--- config.mk ---
export PLATFORM = sky130hd
export DESIGN_NAME = panel_button_led_controller_unit_flat
export DESIGN_NICKNAME = d
export VERILOG_FILES = /design/src/rtl/pbl_pkg.sv /design/src/rtl/pbl_in_if.sv /design/src/rtl/pbl_out_if.sv /design/src/rtl/pbl_led_map.sv /design/src/rtl/pbl_panel_fsm.sv /design/src/rtl/panel_button_led_controller_unit.sv /design/src/flat_wrapper.sv
export SDC_FILE = /design/constraint.sdc
export NUM_CORES = 1
export LEC_CHECK = 0
export BUFFER_PORTS_ARGS = -buffer_cell sky130_fd_sc_hd__clkbuf_2
export CORE_MARGIN = 3
export CORE_UTILIZATION = 45
export CTS_CLUSTER_SIZE = 8
export DETAILED_ROUTE_END_ITERATION = 8
export PLACE_DENSITY_LB_ADDON = 0.2
export SETUP_SLACK_MARGIN = 0.4
export SLEW_MARGIN = 10
export SYNTH_ARGS = -nofsm -noshare
export SYNTH_HDL_FRONTEND = slang
export SYNTH_SLANG_ARGS = --single-unit
--- constraint.sdc ---
create_clock -name clk -period 7.03 [get_ports clk]
set_input_delay 0.703 -clock clk [delete_from_list [all_inputs] [get_ports clk]]
set_output_delay 0.703 -clock clk [all_outputs]
set_load 0.02 [all_outputs]
--- src/rtl/pbl_pkg.sv ---
`default_nettype none
// ----------------------------------------------------------------------------
// pbl_pkg
// Shared types, codes and helper functions for the panel button/LED
// controller.
// ----------------------------------------------------------------------------
package pbl_pkg;

	// Transaction kinds
	localparam logic MODE_SCAN = 1'b0;
	localparam logic MODE_NOTE = 1'b1;

	// Transpose capture phases
	localparam logic [1:0] CAP_IDLE = 2'd0;
	localparam logic [1:0] CAP_FROM = 2'd1;
	localparam logic [1:0] CAP_TO   = 2'd2;

	// Button masks
	localparam logic [7:0] BTN_BOTH = 8'hC0;
	localparam logic [7:0] BTN_UP   = 8'h80;
	localparam logic [7:0] BTN_DOWN = 8'h40;
	localparam logic [7:0] BTN_CH_A = 8'h02;
	localparam logic [7:0] BTN_CH_B = 8'h04;
	localparam logic [7:0] BTN_CH_C = 8'h08;
	localparam logic [7:0] BTN_CH_D = 8'h10;
	localparam logic [7:0] BTN_CH_E = 8'h20;

	// LED masks
	localparam logic [7:0] LED_UP      = 8'h80;
	localparam logic [7:0] LED_DOWN    = 8'h40;
	localparam logic [7:0] LED_CH_MASK = 8'h3F;

	localparam logic [4:0] CH_RESET   = 5'd1;
	localparam logic [4:0] CH_UNKNOWN = 5'd16;
	localparam logic signed [9:0] TRANS_STEP = 10'sd2;

	// Input transaction payload
	typedef struct packed {
		logic       mode;
		logic [7:0] raw_buttons;
		logic [6:0] note;
	} item_t;

	// Panel state seen by the LED logic
	typedef struct packed {
		logic [7:0] held;
		logic       released;
		logic [4:0] channel;
		logic [7:0] transpose;  // two's complement
		logic [1:0] capture;
		logic       blink;
	} panel_state_t;

	// State after the current transaction
	typedef struct packed {
		logic [4:0] channel;
		logic [7:0] transpose;
		logic [1:0] capture;
		logic       fired;
	} update_t;

	// Channel to LED index
	function automatic logic [2:0] chan_led(input logic [4:0] c);
		logic [2:0] r;
		case (c)
			5'd1, 5'd5, 5'd9:    r = 3'd1;
			5'd2, 5'd6, 5'd10:   r = 3'd2;
			5'd3, 5'd7, 5'd11:   r = 3'd3;
			5'd4, 5'd8, 5'd12:   r = 3'd4;
			5'd13, 5'd14, 5'd15: r = 3'd5;
			default:             r = 3'd0;
		endcase
		return r;
	endfunction

	// Step through a three-channel group
	function automatic logic [4:0] next_channel(input logic [4:0] c, input logic [4:0] a,
			input logic [4:0] b, input logic [4:0] d);
		logic [4:0] r;
		if (c == a) begin
			r = b;
		end else if (c == b) begin
			r = d;
		end else begin
			r = a;
		end
		return r;
	endfunction

	// Saturate to the signed 8-bit range
	function automatic logic [7:0] sat8(input logic signed [9:0] v);
		logic [7:0] r;
		if (v > 10'sd127) begin
			r = 8'h7F;
		end else if (v < -10'sd128) begin
			r = 8'h80;
		end else begin
			r = v[7:0];
		end
		return r;
	endfunction

endpackage
`default_nettype wire

--- src/rtl/pbl_in_if.sv ---
`default_nettype none
// ----------------------------------------------------------------------------
// pbl_in_if
// Input channel: scan or note transactions with valid/ready handshake.
// ----------------------------------------------------------------------------
interface pbl_in_if;
	logic       valid;
	logic       ready;
	logic       mode;
	logic [7:0] raw_buttons;
	logic [6:0] note;

	modport source (output valid, output mode, output raw_buttons, output note,
		input ready);
	modport sink (input valid, input mode, input raw_buttons, input note,
		output ready);
endinterface
`default_nettype wire

--- src/rtl/pbl_out_if.sv ---
`default_nettype none
// ----------------------------------------------------------------------------
// pbl_out_if
// Output channel: one result transaction per input transaction.
// ----------------------------------------------------------------------------
interface pbl_out_if;
	logic              valid;
	logic              ready;
	logic [7:0]        led_bits;
	logic [4:0]        channel_out;
	logic signed [7:0] transpose_out;
	logic [1:0]        capture_out;
	logic              fired;

	modport source (output valid, output led_bits, output channel_out,
		output transpose_out, output capture_out, output fired, input ready);
	modport sink (input valid, input led_bits, input channel_out,
		input transpose_out, input capture_out, input fired, output ready);
endinterface
`default_nettype wire

--- src/rtl/pbl_led_map.sv ---
`default_nettype none
// ----------------------------------------------------------------------------
// pbl_led_map
// LED pattern from the panel state as it stood before the scan.
// ----------------------------------------------------------------------------
module pbl_led_map (
	input  wire pbl_pkg::panel_state_t st,
	output logic [7:0]                 leds
);
	import pbl_pkg::*;

	logic [7:0] base;

	assign base = 8'd1 << chan_led(st.channel);

	always_comb begin
		if (st.held != 8'd0 && !st.released) begin
			// combo held: mirror buttons
			leds = st.held;
		end else if (st.capture != CAP_IDLE) begin
			// capturing: alternate blink on the two top LEDs
			leds = (base & LED_CH_MASK) | (st.blink ? LED_UP : LED_DOWN);
		end else if (!st.transpose[7] && st.transpose != 8'd0) begin
			leds = base | LED_UP;
		end else if (st.transpose[7]) begin
			leds = base | LED_DOWN;
		end else begin
			leds = base;
		end
	end

endmodule
`default_nettype wire

--- src/rtl/pbl_panel_fsm.sv ---
`default_nettype none
// ----------------------------------------------------------------------------
// pbl_panel_fsm
// Panel state registers and their update for one transaction.
// ----------------------------------------------------------------------------
module pbl_panel_fsm (
	input  wire logic             clk,
	input  wire logic             arst_n,
	input  wire logic             adv,
	input  wire pbl_pkg::item_t   item,
	output pbl_pkg::panel_state_t st,
	output pbl_pkg::update_t      upd
);
	import pbl_pkg::*;

	logic [7:0] held_q, held_n;
	logic       rel_q, rel_n;
	logic [4:0] chan_q, chan_n;
	logic [7:0] trans_q, trans_n;
	logic [1:0] cap_q, cap_n;
	logic [6:0] from_q, from_n;
	logic [2:0] cnt_q, cnt_n;
	logic       fired_n;
	logic [7:0] btn;
	logic signed [9:0] trans_w;
	logic signed [9:0] from_w;
	logic signed [9:0] note_w;

	assign btn     = ~item.raw_buttons;
	assign trans_w = {{2{trans_q[7]}}, trans_q};
	assign from_w  = {3'b000, from_q};
	assign note_w  = {3'b000, item.note};

	// Next state
	always_comb begin
		held_n  = held_q;
		rel_n   = rel_q;
		chan_n  = chan_q;
		trans_n = trans_q;
		cap_n   = cap_q;
		from_n  = from_q;
		cnt_n   = cnt_q;
		fired_n = 1'b0;
		if (item.mode == MODE_SCAN) begin
			cnt_n  = cnt_q + 3'd1;
			held_n = btn;
			if (held_q > btn && !rel_q) begin
				// combo released: act on it once
				rel_n   = 1'b1;
				fired_n = 1'b1;
				if ((held_q & BTN_BOTH) == BTN_BOTH) begin
					if (cap_q != CAP_IDLE) begin
						cap_n   = CAP_IDLE;
						trans_n = 8'd0;
					end else begin
						cap_n = CAP_FROM;
					end
				end else if ((held_q & BTN_UP) != 8'd0) begin
					trans_n = sat8(trans_w + TRANS_STEP);
				end else if ((held_q & BTN_DOWN) != 8'd0) begin
					trans_n = sat8(trans_w - TRANS_STEP);
				end else begin
					case (held_q)
						BTN_CH_A: chan_n = next_channel(chan_q, 5'd1, 5'd5, 5'd9);
						BTN_CH_B: chan_n = next_channel(chan_q, 5'd2, 5'd6, 5'd10);
						BTN_CH_C: chan_n = next_channel(chan_q, 5'd3, 5'd7, 5'd11);
						BTN_CH_D: chan_n = next_channel(chan_q, 5'd4, 5'd8, 5'd12);
						BTN_CH_E: chan_n = next_channel(chan_q, 5'd13, 5'd14, 5'd15);
						default:  chan_n = CH_UNKNOWN;
					endcase
				end
			end else if (held_q < btn) begin
				rel_n = 1'b0;
			end
		end else begin
			// note transaction advances a pending capture or completes it
			if (cap_q == CAP_FROM) begin
				from_n = item.note;
				cap_n  = CAP_TO;
			end else if (cap_q == CAP_TO) begin
				trans_n = sat8(trans_w + from_w - note_w);
				cap_n   = CAP_IDLE;
			end
		end
	end

	// Control state
	always_ff @(posedge clk or negedge arst_n) begin
		if (!arst_n) begin
			held_q  <= 8'd0;
			rel_q   <= 1'b1;
			chan_q  <= CH_RESET;
			trans_q <= 8'd0;
			cap_q   <= CAP_IDLE;
			cnt_q   <= 3'd0;
		end else if (adv) begin
			held_q  <= held_n;
			rel_q   <= rel_n;
			chan_q  <= chan_n;
			trans_q <= trans_n;
			cap_q   <= cap_n;
			cnt_q   <= cnt_n;
		end
	end

	// Captured from-note, no reset
	always_ff @(posedge clk) begin
		if (adv) begin
			from_q <= from_n;
		end
	end

	assign st.held      = held_q;
	assign st.released  = rel_q;
	assign st.channel   = chan_q;
	assign st.transpose = trans_q;
	assign st.capture   = cap_q;
	assign st.blink     = cnt_q[2];

	assign upd.channel   = chan_n;
	assign upd.transpose = trans_n;
	assign upd.capture   = cap_n;
	assign upd.fired     = fired_n;

endmodule
`default_nettype wire

--- src/rtl/panel_button_led_controller_unit.sv ---
`default_nettype none
// ----------------------------------------------------------------------------
// panel_button_led_controller_unit
// Front-panel controller for eight buttons and eight LEDs.
// ----------------------------------------------------------------------------
// The block takes one transaction per clock while the result register is free
// or its result is taken, and returns exactly one result transaction for each,
// in order. A transaction passes an input register and then the state update,
// which is written together with the result register, so the result becomes
// valid once the transaction moves from the input register to the result
// register; a stall on the output holds it in the input register. The
// result register lets a new transaction enter while a result still waits on
// the output. LED bits and the fired flag are zero on note transactions.
// ----------------------------------------------------------------------------
module panel_button_led_controller_unit (
	input  wire logic clk,
	input  wire logic arst_n,
	pbl_in_if.sink    panel,
	pbl_out_if.source report
);
	import pbl_pkg::*;

	logic         v_s1;
	item_t        item_s1;
	logic         v_s2;
	logic         adv;
	logic         take;
	panel_state_t st;
	update_t      upd;
	logic [7:0]   leds;

	// Handshake: stage 1 moves when the result register is free or draining
	assign adv         = v_s1 && (!v_s2 || report.ready);
	assign panel.ready = !v_s1 || adv;
	assign take        = panel.valid && panel.ready;

	// Valid flags
	always_ff @(posedge clk or negedge arst_n) begin
		if (!arst_n) begin
			v_s1 <= 1'b0;
			v_s2 <= 1'b0;
		end else begin
			if (take) begin
				v_s1 <= 1'b1;
			end else if (adv) begin
				v_s1 <= 1'b0;
			end
			if (adv) begin
				v_s2 <= 1'b1;
			end else if (report.ready) begin
				v_s2 <= 1'b0;
			end
		end
	end

	// Input register
	always_ff @(posedge clk) begin
		if (take) begin
			item_s1.mode        <= panel.mode;
			item_s1.raw_buttons <= panel.raw_buttons;
			item_s1.note        <= panel.note;
		end
	end

	pbl_panel_fsm u_fsm (
		.clk    (clk),
		.arst_n (arst_n),
		.adv    (adv),
		.item   (item_s1),
		.st     (st),
		.upd    (upd)
	);

	pbl_led_map u_led (
		.st   (st),
		.leds (leds)
	);

	// Result register
	always_ff @(posedge clk) begin
		if (adv) begin
			report.led_bits      <= (item_s1.mode == MODE_SCAN) ? leds : 8'd0;
			report.channel_out   <= upd.channel;
			report.transpose_out <= upd.transpose;
			report.capture_out   <= upd.capture;
			report.fired         <= upd.fired;
		end
	end

	assign report.valid = v_s2;

	// A fired combo always shows the held buttons on the LEDs
	a_fired_leds: assert property (@(posedge clk) disable iff (!arst_n)
		(report.valid && report.fired) |-> (report.led_bits != 8'd0))
		else $error("fired result with dark LEDs");

	// Transpose only moves when a transaction is processed
	a_trans_hold: assert property (@(posedge clk) disable iff (!arst_n)
		!adv |=> $stable(st.transpose))
		else $error("transpose changed without a transaction");

	// Capture reaches the to-note phase only from the from-note phase
	a_cap_order: assert property (@(posedge clk) disable iff (!arst_n)
		(st.capture == CAP_TO && $past(st.capture) != CAP_TO)
		|-> ($past(st.capture) == CAP_FROM))
		else $error("capture skipped the from-note phase");

	// Voice channel stays within its range
	a_chan_range: assert property (@(posedge clk) disable iff (!arst_n)
		st.channel <= CH_UNKNOWN)
		else $error("voice channel out of range");

endmodule
`default_nettype wire
--- src/flat_wrapper.sv ---
// flat-port wrapper written by rule: the top's interface ports become plain ports
module panel_button_led_controller_unit_flat import pbl_pkg::*;
  (clk, arst_n, panel_valid, panel_mode, panel_raw_buttons, panel_note, panel_ready, report_valid, report_led_bits, report_channel_out, report_transpose_out, report_capture_out, report_fired, report_ready);
  pbl_in_if panel_i ();
  pbl_out_if report_i ();
  input  wire logic clk;
  input  wire logic arst_n;
  input wire logic [$bits(panel_i.valid)-1:0] panel_valid;
  input wire logic [$bits(panel_i.mode)-1:0] panel_mode;
  input wire logic [$bits(panel_i.raw_buttons)-1:0] panel_raw_buttons;
  input wire logic [$bits(panel_i.note)-1:0] panel_note;
  output wire logic [$bits(panel_i.ready)-1:0] panel_ready;
  output wire logic [$bits(report_i.valid)-1:0] report_valid;
  output wire logic [$bits(report_i.led_bits)-1:0] report_led_bits;
  output wire logic [$bits(report_i.channel_out)-1:0] report_channel_out;
  output wire logic [$bits(report_i.transpose_out)-1:0] report_transpose_out;
  output wire logic [$bits(report_i.capture_out)-1:0] report_capture_out;
  output wire logic [$bits(report_i.fired)-1:0] report_fired;
  input wire logic [$bits(report_i.ready)-1:0] report_ready;
  assign panel_i.valid = panel_valid;
  assign panel_i.mode = panel_mode;
  assign panel_i.raw_buttons = panel_raw_buttons;
  assign panel_i.note = panel_note;
  assign panel_ready = panel_i.ready;
  assign report_valid = report_i.valid;
  assign report_led_bits = report_i.led_bits;
  assign report_channel_out = report_i.channel_out;
  assign report_transpose_out = report_i.transpose_out;
  assign report_capture_out = report_i.capture_out;
  assign report_fired = report_i.fired;
  assign report_i.ready = report_ready;
  panel_button_led_controller_unit u_core (.clk(clk), .arst_n(arst_n), .panel(panel_i), .report(report_i));
endmodule
==> metrics.csv <==
stage,metric,value,unit
outcome,status,completed,
route,1st-iter DRT viols,268,
pwr,Tot Pwr,2.063,mW
global_routing,gr usage total,21.06,%
floorplanning,area of the die,12430,um^2
synth,sequential share of the synthesized area,42.72,%
synth,most frequent cell after synthesis,edfxtp_1,
worst_setup_path,critical path class,flop to flop,
worst_setup_path,Critical Path AT,3850,ps
synth,Area contributors post-synth,"edfxtp_1 28%, dfrtp_1 13%, ha_1 5.5%, a21oi_1 3.7%, o21ai_0 3.6%",
pwr,Cell Pwr Density,376.2,nW/um^2
clock_network,clock buffer depth,2,
route,DR vias/cell,5.990,
cells_and_area,layout cells sized above 1,17.60,%
clock_network,CTS tree,built,
hold_path,Hold WC Path Type,input port to async pin,
synth,Syn Nets,566,
sta,RSZ-0062 raised after global routing,false,
global_routing,largest net degree at the start of global routing,36,
synth,post-synthesis register bit count,76,
sta,Slew Limit Fails,0,
synth,Post-synth top flop,edfxtp_1,
cells_and_area,Layout area overhead,9.493,%
synth,Yosys top cell area share,28.18,%
clock_network,htree depth,3,
place,GP Congestion,0.8768,
synth,synth cell count leaders,"47 x edfxtp_1, 42 x nand2_1, 40 x inv_1",
cells_and_area,Sequential Area,2140,um^2
sta,fmax,274.6,MHz
floorplanning,row count,37,
sta,hold violation total from the final report,0,
clock_network,cts repair resizes,0,
clock_network,Clk Tree Root Cell,clkbuf_8,
pwr,VDD IR max,0.2471,mV
synth,cell taking the most area after synthesis,edfxtp_1,
global_routing,total gr overflow,0,
cells_and_area,Antenna Cells,0,
synth,Yosys warnings,0,
route,vias,4115,
global_routing,initial antenna violation count,0,
synth,Post-Syn Instances,517,
clock_network,setup repair bufs after CTS,0,
floorplanning,core area,10560,um^2
cells_and_area,number of fill cells,989,
sta,Slew @ Worst Pin,796.0,ps
cells_and_area,final-stage net count,595,
synth,number of synthesized flops with an enable pin,47,
synth,Synth async-reset ratio,38.16,%
synth,Mapped Area,5009,um^2
route,final wirelength,12.45,mm
route,ANT nets after route,0,
sta,Slew Limit Headroom,46.93,%
clock_network,clk sinks,76,
pwr,Pleak,2.212,nW
floorplanning,initial core utilization,47.45,%
sta,Final Cycle Share,51.79,%
route,drt first pass iters,4,
global_routing,vias in the first global route,4056,
sta,min cycle time layout,3641,ps
route,drt wl/cell,18.12,um
worst_setup_path,Worst EP required,7240,ps
place,final HPWL from detailed placement,9.305,mm
cells_and_area,Multi-input gate area,2585,um^2
clock_network,Num CTS Buffers,9,
worst_setup_path,Setup crit start kind,flop,
sta,post-route setup TNS,0,ps
worst_setup_path,CP Max Fanout,14,
clock_network,clk_lat worst skew,370,ps
place,IO Port Bufs,45,
worst_setup_path,Critical Path End Type,flop,
synth,Yosys cell types,77,
sta,final setup fails,0,
global_routing,global-route wire length before repair,21.13,mm
floorplanning,DIE WIDTH,111.5,um
route,DRC viols,0,
floorplanning,Ports,46,
floorplanning,die span in y,111.5,um
synth,syn avg cell area,9.688,um^2
clock_network,# hold bufs at CTS,0,
job,Max-Cap Viols,0,
sta,skew final,13.05,ps
clock_network,"Reg clk slew, reported paths",80,ps
-- metal layers --
layer	wire, um	vias up	share of wire, %	track usage (%)
met3	866	27	7.0	4.674
met4	272	0	2.2	7.218
met5	0	-	0	0
met2	5544	168	45	31.24
met1	5766	1940	46	30.57
li1	-	1980	-	-
-- worst max-delay path, stage by stage (launching register included) --
cell,delay (ps)
dfrtp_1,670
inv_1,220
fa_1,540
inv_1,40
ha_1,330
nor2b_1,180
o31a_2,340
o31ai_4,370
a311oi_4,180
a211oi_1,340
a21oi_1,90
a21oi_1,200
-- final cells by class --
class	instances	area share, %
tap	136	3.103
clock inverter	7	1.369
inverter	40	2.738
timing repair buffer	47	4.381
clock buffer	9	2.259
sequential	76	39.01
multi-input combinational	372	47.14
-- layout by cell type, fill, tap and decap left out, types with 6 or more instances in the layout --
cell / count
ha_1: 22
nand2_1: 42
nand2b_1: 7
a31oi_1: 8
nand4_1: 7
dfrtp_1: 27
nand3_1: 9
nor3_1: 14
edfxtp_1: 47
a211oi_1: 13
mux2_2: 7
clkbuf_8: 9
nor2b_1: 8
clkbuf_2: 45
a21oi_1: 37
nor2_1: 37
fa_1: 7
o21ai_0: 36
inv_1: 40
o31ai_1: 6
-- registers in the layout, summed over array words and instances (netlist names), 2 cells and up --
name	flops
u_core.report.transpose_out	8
u_core.u_fsm.held_q	8
u_core.report.capture_out	2
u_core.u_fsm.from_q	7
u_core.u_fsm.cnt_q	3
u_core.u_fsm.chan_q	5
u_core.item_s1	16
u_core.u_fsm.cap_q	2
u_core.report.channel_out	5
u_core.u_fsm.trans_q	8
u_core.report.led_bits	8
-- worst paths after layout --
check / start / to / slack, ps / cells after the start
setup reg to reg: u_core.u_fsm.trans_q[2] / u_core.report.transpose_out[1] / 3390 / 11
setup / recovery: u_core.u_fsm.trans_q[2] / u_core.report.transpose_out[1] / 3390 / 11
max in group asynchronous: arst_n / u_core.report.valid / 6110 / 1
hold reg to reg: u_core.item_s1[1] / u_core.u_fsm.from_q[1] / 450 / 0
hold / removal: arst_n / u_core.u_fsm.chan_q[1] / 400 / 1
min in group clk: u_core.item_s1[1] / u_core.u_fsm.from_q[1] / 450 / 0
-- logic make-up (layout without fill, tap and decap cells) --
logic type | after synthesis | count (layout) | synth area share, %
buffers and inverters | 69 | 103 | 5.771
DFF | 76 | 76 | 42.72
muxes | 10 | 10 | 2.273
xor gates and xnor gates | 8 | 8 | 1.399
AOI/OAI and AO/OA | 165 | 165 | 22.46
adders and majority gates | 29 | 29 | 8.294
and+or+nand+nor | 160 | 160 | 17.09
-- report_power, final --
group / internal (mW) / leakage [nW] / total [mW] / switching (mW)
logic: 0.390 / 1.31 / 0.981 / 0.591
clock network: 0.166 / 0.100 / 0.339 / 0.173
registers: 0.576 / 0.799 / 0.743 / 0.167
-- per-stage QoR --
| stage | hold WS, ps | utilization, % | setup WS (ps) | area, um^2 | std cells |
|---|---|---|---|---|---|
| floorplan | 407.4 | - | 3801 | 5009 | 517 |
| global placement | 435.9 | 50.02 | 3464 | 5280 | 671 |
| detailed placement | 443.9 | 50.02 | 3403 | 5280 | 671 |
| CTS | 433.2 | 51.91 | 3370 | 5479 | 687 |
| global route | 459.2 | 51.96 | 3062 | 5484 | 687 |
| finish | 397.6 | 51.96 | 3389 | 5484 | 687 |
No activity file was read; power rests on OpenSTA's default activity.
